**src/hdl/psrs_pkg.sv**
```systemverilog
`timescale 1ns / 1ps

package psrs_pkg;

  // Widths of the byte counter, the run length counter and the found counter.
  localparam int OFFSET_BITS = 32;
  localparam int LENGTH_BITS = 16;
  localparam int COUNT_BITS  = 32;

  // Printable range, the blank character and the zero byte.
  localparam logic [7:0] FIRST_PRINTABLE = 8'd32;
  localparam logic [7:0] LAST_PRINTABLE  = 8'd126;
  localparam logic [7:0] SPACE_CHAR      = 8'd32;
  localparam logic [7:0] ZERO_BYTE       = 8'd0;

  // Configuration port address width: two word registers.
  localparam int ADDR_BITS = 3;

  localparam logic [LENGTH_BITS-1:0] LENGTH_MAX = {LENGTH_BITS{1'b1}};

  typedef struct packed {
    logic       char_mode;
    logic [7:0] min_length;
  } cfg_t;

  typedef struct packed {
    logic                   string_found;
    logic [OFFSET_BITS-1:0] start_offset;
    logic [LENGTH_BITS-1:0] char_count;
    logic [COUNT_BITS-1:0]  total_found;
    logic                   stream_done;
  } result_t;

endpackage

```
**src/hdl/printable_string_run_scanner.sv**
```systemverilog
`timescale 1ns / 1ps

// Scans a byte stream for runs of printable characters (codes 32 to 126),
// as single bytes or as UTF-16LE pairs selected by char_mode, and reports
// each run of at least min_length characters that holds a non-space
// character with its start offset, length (saturating at 65535) and the
// running count of runs found. A byte marked end_of_stream flushes the run,
// always gives one result with stream_done set, and clears offset and count.
// One byte is accepted every cycle while in_stall is low; a byte passes an
// input register and then the result register before its result is offered.
// The rate is set by the scan state update.
// Configuration is written over the APB port: char_mode at address 0,
// min_length at address 4.
module printable_string_run_scanner (
  input  logic                              clk,
  input  logic                              rst,
  input  logic                              psel,
  input  logic                              penable,
  input  logic                              pwrite,
  input  logic [psrs_pkg::ADDR_BITS-1:0]    paddr,
  input  logic [31:0]                       pwdata,
  output logic [31:0]                       prdata,
  output logic                              pready,
  input  logic                              in_valid,
  output logic                              in_stall,
  input  logic [7:0]                        data_byte,
  input  logic                              end_of_stream,
  output logic                              out_valid,
  input  logic                              out_stall,
  output logic                              string_found,
  output logic [psrs_pkg::OFFSET_BITS-1:0]  start_offset,
  output logic [psrs_pkg::LENGTH_BITS-1:0]  char_count,
  output logic [psrs_pkg::COUNT_BITS-1:0]   total_found,
  output logic                              stream_done
);
  import psrs_pkg::*;

  cfg_t    cfg;
  result_t res;
  logic    res_valid;
  logic    out_free;

  psrs_regs u_regs (
    .clk     (clk),
    .rst     (rst),
    .psel    (psel),
    .penable (penable),
    .pwrite  (pwrite),
    .paddr   (paddr),
    .pwdata  (pwdata),
    .prdata  (prdata),
    .pready  (pready),
    .cfg     (cfg)
  );

  psrs_core u_core (
    .clk           (clk),
    .rst           (rst),
    .cfg           (cfg),
    .in_valid      (in_valid),
    .in_stall      (in_stall),
    .data_byte     (data_byte),
    .end_of_stream (end_of_stream),
    .out_free      (out_free),
    .res_valid     (res_valid),
    .res           (res)
  );

  psrs_out u_out (
    .clk          (clk),
    .rst          (rst),
    .res_valid    (res_valid),
    .res          (res),
    .out_free     (out_free),
    .out_valid    (out_valid),
    .out_stall    (out_stall),
    .string_found (string_found),
    .start_offset (start_offset),
    .char_count   (char_count),
    .total_found  (total_found),
    .stream_done  (stream_done)
  );

endmodule

```
**src/hdl/psrs_regs.sv**
```systemverilog
`timescale 1ns / 1ps

module psrs_regs (
  input  logic                          clk,
  input  logic                          rst,
  input  logic                          psel,
  input  logic                          penable,
  input  logic                          pwrite,
  input  logic [psrs_pkg::ADDR_BITS-1:0] paddr,
  input  logic [31:0]                   pwdata,
  output logic [31:0]                   prdata,
  output logic                          pready,
  output psrs_pkg::cfg_t                cfg
);
  import psrs_pkg::*;

  typedef enum logic [0:0] {
    REG_CHAR_MODE  = 1'b0,
    REG_MIN_LENGTH = 1'b1
  } reg_idx_t;

  reg_idx_t idx;
  logic     wr_en;

  assign idx    = reg_idx_t'(paddr[2]);
  assign wr_en  = psel && penable && pwrite;
  assign pready = 1'b1;

  // Register writes complete in the access phase.
  always_ff @(posedge clk) begin
    if (rst) begin
      cfg.char_mode  <= 1'b0;
      cfg.min_length <= 8'd4;
    end else if (wr_en) begin
      case (idx)
        REG_CHAR_MODE:  cfg.char_mode  <= pwdata[0];
        REG_MIN_LENGTH: cfg.min_length <= pwdata[7:0];
        default: ;
      endcase
    end
  end

  // Read data mux.
  always_comb begin
    case (idx)
      REG_CHAR_MODE:  prdata = {31'd0, cfg.char_mode};
      REG_MIN_LENGTH: prdata = {24'd0, cfg.min_length};
      default:        prdata = 32'd0;
    endcase
  end

endmodule

```
**src/hdl/psrs_core.sv**
```systemverilog
`timescale 1ns / 1ps

module psrs_core (
  input  logic              clk,
  input  logic              rst,
  input  psrs_pkg::cfg_t    cfg,
  input  logic              in_valid,
  output logic              in_stall,
  input  logic [7:0]        data_byte,
  input  logic              end_of_stream,
  input  logic              out_free,
  output logic              res_valid,
  output psrs_pkg::result_t res
);
  import psrs_pkg::*;

  // Input register.
  logic       s1_valid;
  logic [7:0] s1_byte;
  logic       s1_eos;

  // Scan state.
  logic [OFFSET_BITS-1:0] byte_position;
  logic [OFFSET_BITS-1:0] run_start;
  logic [LENGTH_BITS-1:0] run_length;
  logic                   run_has_nonspace;
  logic                   pending_valid;
  logic                   pending_nonspace;
  logic [OFFSET_BITS-1:0] pending_position;
  logic [COUNT_BITS-1:0]  found_count;

  logic [OFFSET_BITS-1:0] run_start_next;
  logic [LENGTH_BITS-1:0] run_length_next;
  logic                   run_has_nonspace_next;
  logic                   pending_valid_next;
  logic                   pending_nonspace_next;
  logic [OFFSET_BITS-1:0] pending_position_next;
  logic [COUNT_BITS-1:0]  found_count_next;

  logic                   step;
  logic                   printable;
  logic                   nonspace;
  logic                   do_add;
  logic [OFFSET_BITS-1:0] add_pos;
  logic                   add_ns;
  logic                   do_flush;
  logic                   hit;
  logic [LENGTH_BITS-1:0] min_len;
  logic [OFFSET_BITS-1:0] rs_a;
  logic [LENGTH_BITS-1:0] rl_a;
  logic                   rn_a;
  logic [OFFSET_BITS-1:0] flush_start;
  logic [LENGTH_BITS-1:0] flush_length;
  logic                   flush_ns;

  assign in_stall = s1_valid && !out_free;
  assign step     = s1_valid && out_free;
  assign min_len  = {{(LENGTH_BITS-8){1'b0}}, cfg.min_length};

  // Capture a transaction whenever the input register is free to move.
  always_ff @(posedge clk) begin
    if (rst) begin
      s1_valid <= 1'b0;
    end else if (!in_stall) begin
      s1_valid <= in_valid;
    end
  end

  always_ff @(posedge clk) begin
    if (!in_stall) begin
      s1_byte <= data_byte;
      s1_eos  <= end_of_stream;
    end
  end

  assign printable = (s1_byte >= FIRST_PRINTABLE) && (s1_byte <= LAST_PRINTABLE);
  assign nonspace  = s1_byte != SPACE_CHAR;

  // Decide whether this byte adds a character, ends the run or is held as the first byte of a pair.
  always_comb begin
    do_add                = 1'b0;
    add_pos               = byte_position;
    add_ns                = nonspace;
    do_flush              = 1'b0;
    pending_valid_next    = pending_valid;
    pending_nonspace_next = pending_nonspace;
    pending_position_next = pending_position;
    if (!cfg.char_mode) begin
      pending_valid_next = 1'b0;
      if (printable) begin
        do_add = 1'b1;
      end else begin
        do_flush = 1'b1;
      end
    end else if (pending_valid && (s1_byte == ZERO_BYTE)) begin
      do_add             = 1'b1;
      add_pos            = pending_position;
      add_ns             = pending_nonspace;
      pending_valid_next = 1'b0;
    end else begin
      do_flush              = pending_valid || !printable;
      pending_valid_next    = printable;
      pending_nonspace_next = printable && nonspace;
      pending_position_next = printable ? byte_position : '0;
    end
  end

  // Run after an added character.
  always_comb begin
    rs_a = run_start;
    rl_a = run_length;
    rn_a = run_has_nonspace;
    if (do_add) begin
      if (run_length == '0) begin
        rs_a = add_pos;
      end
      if (run_length != LENGTH_MAX) begin
        rl_a = run_length + 1'b1;
      end
      rn_a = run_has_nonspace || add_ns;
    end
  end

  // The run is flushed either by the byte itself or by the end of stream;
  // at most one of the two can report it.
  always_comb begin
    if (do_flush) begin
      flush_start  = run_start;
      flush_length = run_length;
      flush_ns     = run_has_nonspace;
    end else begin
      flush_start  = rs_a;
      flush_length = rl_a;
      flush_ns     = rn_a;
    end
    hit = (do_flush || s1_eos) && (flush_length != '0) &&
          (flush_length >= min_len) && flush_ns;
    run_start_next        = rs_a;
    run_length_next       = (do_flush || s1_eos) ? '0 : rl_a;
    run_has_nonspace_next = (do_flush || s1_eos) ? 1'b0 : rn_a;
    found_count_next      = hit ? found_count + 1'b1 : found_count;
  end

  // Result of this step.
  always_comb begin
    res_valid        = step && (hit || s1_eos);
    res.string_found = hit;
    res.start_offset = hit ? flush_start : '0;
    res.char_count   = hit ? flush_length : '0;
    res.total_found  = found_count_next;
    res.stream_done  = s1_eos;
  end

  // State update; the final byte clears everything.
  always_ff @(posedge clk) begin
    if (rst) begin
      byte_position    <= '0;
      run_start        <= '0;
      run_length       <= '0;
      run_has_nonspace <= 1'b0;
      pending_valid    <= 1'b0;
      pending_nonspace <= 1'b0;
      pending_position <= '0;
      found_count      <= '0;
    end else if (step) begin
      if (s1_eos) begin
        byte_position    <= '0;
        run_start        <= '0;
        run_length       <= '0;
        run_has_nonspace <= 1'b0;
        pending_valid    <= 1'b0;
        pending_nonspace <= 1'b0;
        pending_position <= '0;
        found_count      <= '0;
      end else begin
        byte_position    <= byte_position + 1'b1;
        run_start        <= run_start_next;
        run_length       <= run_length_next;
        run_has_nonspace <= run_has_nonspace_next;
        pending_valid    <= pending_valid_next;
        pending_nonspace <= pending_nonspace_next;
        pending_position <= pending_position_next;
        found_count      <= found_count_next;
      end
    end
  end

`ifndef SYNTH
  // The final byte leaves a cleared scanner behind.
  a_eos_clears: assert property (@(posedge clk) disable iff (rst)
    step && s1_eos |=> (byte_position == '0) && (found_count == '0) && !pending_valid)
    else $error("state not cleared after end of stream");

  // State only moves when a byte is processed.
  a_hold_state: assert property (@(posedge clk) disable iff (rst)
    !step |=> $stable(byte_position) && $stable(run_length) && $stable(found_count))
    else $error("scan state changed without a byte");

  // A reported run always meets the minimum length.
  a_min_len: assert property (@(posedge clk) disable iff (rst)
    res_valid && res.string_found |-> (res.char_count >= min_len) && (res.char_count != '0))
    else $error("reported run shorter than minimum");
`endif

endmodule

```
**src/hdl/psrs_out.sv**
```systemverilog
`timescale 1ns / 1ps

module psrs_out (
  input  logic                                clk,
  input  logic                                rst,
  input  logic                                res_valid,
  input  psrs_pkg::result_t                   res,
  output logic                                out_free,
  output logic                                out_valid,
  input  logic                                out_stall,
  output logic                                string_found,
  output logic [psrs_pkg::OFFSET_BITS-1:0]    start_offset,
  output logic [psrs_pkg::LENGTH_BITS-1:0]    char_count,
  output logic [psrs_pkg::COUNT_BITS-1:0]     total_found,
  output logic                                stream_done
);
  import psrs_pkg::*;

  result_t held;

  assign out_free = !out_valid || !out_stall;

  // Result register: loads whenever the current transaction leaves or none waits.
  always_ff @(posedge clk) begin
    if (rst) begin
      out_valid <= 1'b0;
    end else if (out_free) begin
      out_valid <= res_valid;
    end
  end

  always_ff @(posedge clk) begin
    if (out_free && res_valid) begin
      held <= res;
    end
  end

  assign string_found = held.string_found;
  assign start_offset = held.start_offset;
  assign char_count   = held.char_count;
  assign total_found  = held.total_found;
  assign stream_done  = held.stream_done;

endmodule

```
**config.mk**
```make
export PLATFORM = sky130hd
export DESIGN_NAME = printable_string_run_scanner
export DESIGN_NICKNAME = d
export VERILOG_FILES = /design/src/hdl/psrs_pkg.sv /design/src/hdl/printable_string_run_scanner.sv /design/src/hdl/psrs_regs.sv /design/src/hdl/psrs_core.sv /design/src/hdl/psrs_out.sv
export SDC_FILE = /design/constraint.sdc
export NUM_CORES = 1
export LEC_CHECK = 0
export BUFFER_PORTS_ARGS = -buffer_cell sky130_fd_sc_hd__buf_2
export CAP_MARGIN = 5
export CORE_UTILIZATION = 35
export CTS_BUF_LIST = sky130_fd_sc_hd__clkbuf_4 sky130_fd_sc_hd__clkbuf_8 sky130_fd_sc_hd__clkbuf_16
export CTS_CLUSTER_DIAMETER = 60
export DETAILED_ROUTE_END_ITERATION = 16
export PLACE_DENSITY = 0.5
export SETUP_SLACK_MARGIN = 0.2
export SYNTH_ARGS = -nofsm -noshare
export SYNTH_HDL_FRONTEND = slang
export SYNTH_SLANG_ARGS = --single-unit
```
**constraint.sdc**
```tcl
create_clock -name clk -period 13.2 [get_ports clk]
set_clock_uncertainty 0.1 [all_clocks]
set_input_delay 1.32 -clock clk [delete_from_list [all_inputs] [get_ports clk]]
set_output_delay 1.32 -clock clk [all_outputs]
set_load 0.05 [all_outputs]
```
# == Yosys cells after proc, flatten, opt, wreduce, memory -nomap -nowiden ==
# Cells that the tools add are included.
# word_totals
inputBits,51
out_inout_bits,117
ff_bits,249
wordCells,94
# classes
eq_ne,3
reduce_logical,28
n_mux,37
order_cmp,3
n_bitwise,1
addsub,3
# op_table
operator,n
32-bit two-way mux,13
16-bit two-way mux,5
32-bit by 1-bit adder with 32-bit output (second input constant),2
32-bit one-hot mux with 2 select lines,1
1-bit two-way mux,18
16-bit by 1-bit adder with 16-bit output (second input constant),1
16-bit by 8-bit >= comparator with 1-bit output,1
16-bit logical NOT,1
16-bit inequality test (second input constant),1
16-bit nonzero test,1
1-bit logical AND,12
8-bit by 6-bit >= comparator with 1-bit output (second input constant),1
8-bit by 7-bit <= comparator with 1-bit output (second input constant),1
8-bit logical NOT,1
8-bit by 6-bit inequality test with 1-bit output (second input constant),1
1-bit logical OR,5
1-bit logical NOT,4
2-bit AND reduction,2
3-bit AND reduction,1
2-bit by 1-bit inequality test with 1-bit output (second input constant),1
2-bit nonzero test,1
1-bit NOT,1

# == Depth between registers and ports, before layout ==
# depth
word_depth,14
depth_mapped,20

# == Cells and area by module ==
# Synthesis repeated with hierarchy kept, for this count alone.
# hier_totals
cells_unflattened,1294
area_unflattened_um2,11930.2
# modules_own_cells
mod,instances,cells_per_inst,seq_area_each_um2,area_per_inst_um2
psrs_core,1,1133,3233.1,8765.9
psrs_out,1,87,2482.4,2501.1
psrs_regs,1,74,180.2,663.1

# == Worst setup path before layout ==
# OpenSTA, ideal clock, no wires.
# synth_path
kind,register -> register
startpoint,register u_core.s1_byte[7]
endpoint,"register u_out.held (netlist bit u_out.char_count[0]), enable pin"
setup_slack_ns,5.154
arrival_time_ns,7.397
path_buffers,4
stages_incl_launch_ff,18
cell_sequence,edfxtp_1 > nor4_2 > and3b_2 > buf_6 > clkbuf_1 > or2_2 > and2_1 > nand2_1 > xnor2_1 > ha_1 > nor2b_1 > o21ai_0 > a31oi_1 > o31a_2 > o21ai_2 > buf_4 > buf_2 > a21oi_1
# synth_via
elab_chain_len,14
elab_cells_between_ends,30
cone_classes,3 x order compare; 1 x eq/ne; 12 x mux; 14 x reduce/logical
# synth_lines
item,line,source
start: declaration,psrs_core.sv:19,logic [7:0] s1_byte;
start signal: assignment,psrs_core.sv:71,s1_byte <= data_byte;
8-bit by 6-bit >= comparator with 1-bit output or 8-bit by 7-bit <= comparator with 1-bit output (tied branches),psrs_core.sv:76,assign printable = (s1_byte >= FIRST_PRINTABLE) && (s1_byte <= LAST_PRINTABLE);
1-bit logical AND,psrs_core.sv:76,
1-bit logical NOT,psrs_core.sv:101,do_flush = pending_valid || !printable;
1-bit logical OR,psrs_core.sv:101,
1-bit two-way mux,psrs_core.sv:95,end else if (pending_valid && (s1_byte == ZERO_BYTE)) begin
1-bit two-way mux,psrs_core.sv:88,if (!cfg.char_mode) begin
16-bit two-way mux (*),psrs_core.sv:127,if (do_flush) begin
via u_core.flush_length[2],psrs_core.sv:53,logic [LENGTH_BITS-1:0] flush_length;
branches (longest 2 deep; another with 16-bit by 8-bit >= comparator with 1-bit output),--,
1-bit logical AND (*),psrs_core.sv:136,hit = (do_flush || s1_eos) && (flush_length != '0) &&
1-bit logical AND (*),psrs_core.sv:137,(flush_length >= min_len) && flush_ns;
1-bit logical OR (*),psrs_core.sv:146,res_valid = step && (hit || s1_eos);
1-bit logical AND (*),psrs_core.sv:146,
1-bit logical AND (*),psrs_out.sv:33,if (out_free && res_valid) begin
end signal: assignment,psrs_out.sv:34,held <= res;
end: declaration,psrs_out.sv:19,result_t held;
# Mark *: on every way through the listed nets, which the timed path passes.
# A chain may end at the register's enable or synchronous reset.

# == Final worst setup path ==
# layout_path
startpoint,register u_core.s1_byte[7]
endpoint,"register u_out.held (netlist bit u_out.char_count[1]), enable pin"
# The elaborated chain is that of the path after synthesis.

==> flow_metrics.tcl <==
set metrics [dict create \
    cts_buffer_depth 3 \
    synth_ff_type "dfxtp_1" \
    holdBufCountCts 0 \
    drc_errors 0 \
    drive_gt1_share_pct 17.5 \
    drv_cap 0 \
    synth-seq-cells 249 \
    areaGrowthSynthToFinish_pct 15.8 \
    async_flop_share_pct 0 \
    dr.pass1.iters 7 \
    rows 66 \
    irDropWorstVdd_mv 0.109 \
    grt.total_usage_pct 17.4 \
    fmax_mhz 168 \
    viasPerCell 5.15 \
    crit_path_end_kind "flip-flop" \
    path_clk_slew_ns 0.06 \
    numCtsBuffers 30 \
    arrival_ns 6.04 \
    layout_common_cells "nor2_1, dfxtp_1, buf_2" \
    fillCellCount 3236 \
    place_ws_ns 7.05 \
    routedWlPerCell_um 16.9 \
    path_class "flip-flop to flip-flop" \
    num_antenna_cells 0 \
    run_status "complete, no violations" \
    grt_max_degree 76 \
    finalMaxSlewViolations 0 \
    critPathMaxFanout 65 \
    grt_pass1_wl_mm 47.5 \
    core_um2 32800 \
    place_hpwl_mm 19.2 \
    min_period_ns 5.95 \
    cts_setup_buffers 0 \
    post_cts_resized 0 \
    synth_top_area_share_pct 26.9 \
    die_w_um 185 \
    finish.utilization_pct 41.6 \
    mostFrequentLayoutCell "nor2_1" \
    stdcell_area_um2 13600 \
    clock-sinks 249 \
    timing.critical_path.from_type "flip-flop" \
    synth_area_um2 11800 \
    nets 1393 \
    hold_violations 0 \
    vias 9237 \
    htree_levels 1 \
    synth_edf_count 91 \
    fin_cells 1795 \
    seq_area_frac_synth_pct 50.1 \
    final.setup.tns_ns 0 \
    die_height_um 185 \
    synth.avg_cell_area_um2 9.44 \
    place_area_um2 12600 \
    netlist.top_cell.by_area "dfxtp_1" \
    power_density_nw_per_um2 130 \
    initial_core_util_pct 35.9 \
    setup_ws_ns 7.25 \
    critPathRequiredTime_ns 13.28 \
    synthCells 1247 \
    fin_crit_sh_pct 45.1 \
    hold_path_class "flip-flop to flip-flop" \
    die_area_um2 34400 \
    gp_routability_congestion 0.843 \
    cts_root_buffer "clkbuf_16" \
    route.antenna.remaining_nets 0 \
    yosys_warnings 0 \
    synth_cell_types 67 \
    ys_top_cells_by_area "dfxtp_1, edfxtp_1, nor2_1, a22oi_1, xnor2_1" \
    rsz0062_at_grt "false" \
    setup_viol 0 \
    relSlewSlack_pct 26.2 \
    routed_wl_mm 30.3 \
    port_buffers 116 \
    dp_cells 1740 \
    dr.first_iter.drc_count 651 \
    leakage_nw 4.83 \
    io_pins 168 \
    worst_pin_slew_ns 1.10 \
    cts_tree "yes" \
    grt-ovfl-total 0 \
    antenna_found_initial 0 \
    grt_pass1_vias 8646 \
    clk_latency_ns 0.56 \
]
registers in the layout (all words and copies together), names as in the netlist:
name	flops
u_out.stream_done	1
u_core.s1_eos	1
u_core.pending_nonspace	1
u_core.found_count	32
u_out.out_valid	1
u_core.pending_valid	1
u_core.run_length	16
u_out.char_count	16
u_regs.cfg	9
u_core.s1_valid	1
u_core.run_start	32
u_core.s1_byte	8
u_out.start_offset	32
u_out.total_found	32
u_core.pending_position	32
u_core.byte_position	32
u_out.string_found	1
u_core.run_has_nonspace	1
metrics by stage:
| step | total power [mW] | hold slack (ns) |
|---|---|---|
| detailed placement | 0.953 | 0.346 |
| finish | 1.77 | 0.351 |
| global placement | 0.953 | 0.334 |
| CTS | 1.79 | 0.354 |
| floorplan | 0.926 | 0.326 |
| global route | 1.83 | 0.372 |
cells in the mapped netlist (12+ instances only):
cell and instances:
xnor2_1 44, buf_2 14, inv_1 34, nor3_1 72, and3_1 21, xor2_1 27
a21oi_1 49, nand3_1 33, nor2_1 209, ha_1 12, buf_4 26, edfxtp_1 91
o21ai_0 23, mux2i_1 16, clkbuf_1 57, a22oi_1 75, or3_1 12, nand2_1 82
dfxtp_1 158, nand4_1 13, mux2_2 27
worst max-delay path, stage by stage (launching register included):
cell      delay (ns)
edfxtp_1        0.46
nor4_2          0.37
and3b_2         0.23
buf_4           0.52
or2_2           0.23
and2_1          0.27
o21ai_0         0.22
ha_1            0.33
a21oi_1         0.06
nor2b_1         0.10
o21ai_0         0.08
a31oi_1         0.57
o31a_2          0.48
o21ai_4         0.10
a21oi_4         0.58
buf_4           0.77
final cells by class:
class	instances	area, µm²	share of cell area, %
Inverter	37	139	1.02
Clock inverter	13	146	1.07
Clock buffer	42	866	6.35
Sequential cell	249	5900	43.3
Multi-Input combinational cell	880	5330	39.1
Tap cell	442	553	4.06
Timing Repair Buffer	132	703	5.16
cells by family (layout without fill, tap and decap cells):
kind of cell | Yosys count | after routing | synth area share, %
simple gates | 505 | 505 | 20.2
flops | 249 | 249 | 50.1
compound gates | 224 | 224 | 13.3
buf+inv | 141 | 224 | 5.81
xor+xnor | 71 | 71 | 5.29
mux | 43 | 43 | 3.95
fa+ha+maj | 12 | 12 | 1.28
other cells | 2 | 25 | 0.0638
report_power, final:
| part | total [mW] | leakage (nW) | switching [mW] | internal [mW] |
|---|---|---|---|---|
| Combinational | 0.125 | 2.26 | 0.102 | 0.0230 |
| Clock | 0.833 | 0.506 | 0.334 | 0.499 |
| Sequential | 0.811 | 2.06 | 0.00567 | 0.805 |
routing by layer:
| layer | GRT usage (%) | share of wire, % |
|---|---|---|
| met1 | 23.1 | 46 |
| met2 | 29.5 | 48 |
| met3 | 2.12 | 3.5 |
| met4 | 5.29 | 2.7 |
| met5 | 0 | 0 |
final timing paths:
| check | to | startpoint | cells past startpoint | slack, ns |
|---|---|---|---|---|
| min | u_regs.cfg[3]$_SDFFE_PP0P_ | u_regs.cfg[3]$_SDFFE_PP0P_ | 2 | 0.35 |
| min reg2reg | u_regs.cfg[3]$_SDFFE_PP0P_ | u_regs.cfg[3]$_SDFFE_PP0P_ | 2 | 0.35 |
| max | u_out.char_count[1]$_SDFFCE_PN0P_ | u_core.s1_byte[7]$_DFFE_PN_ | 15 | 7.25 |
| max reg2reg | u_out.char_count[1]$_SDFFCE_PN0P_ | u_core.s1_byte[7]$_DFFE_PN_ | 15 | 7.25 |
(Power assumes the default switching activity.)
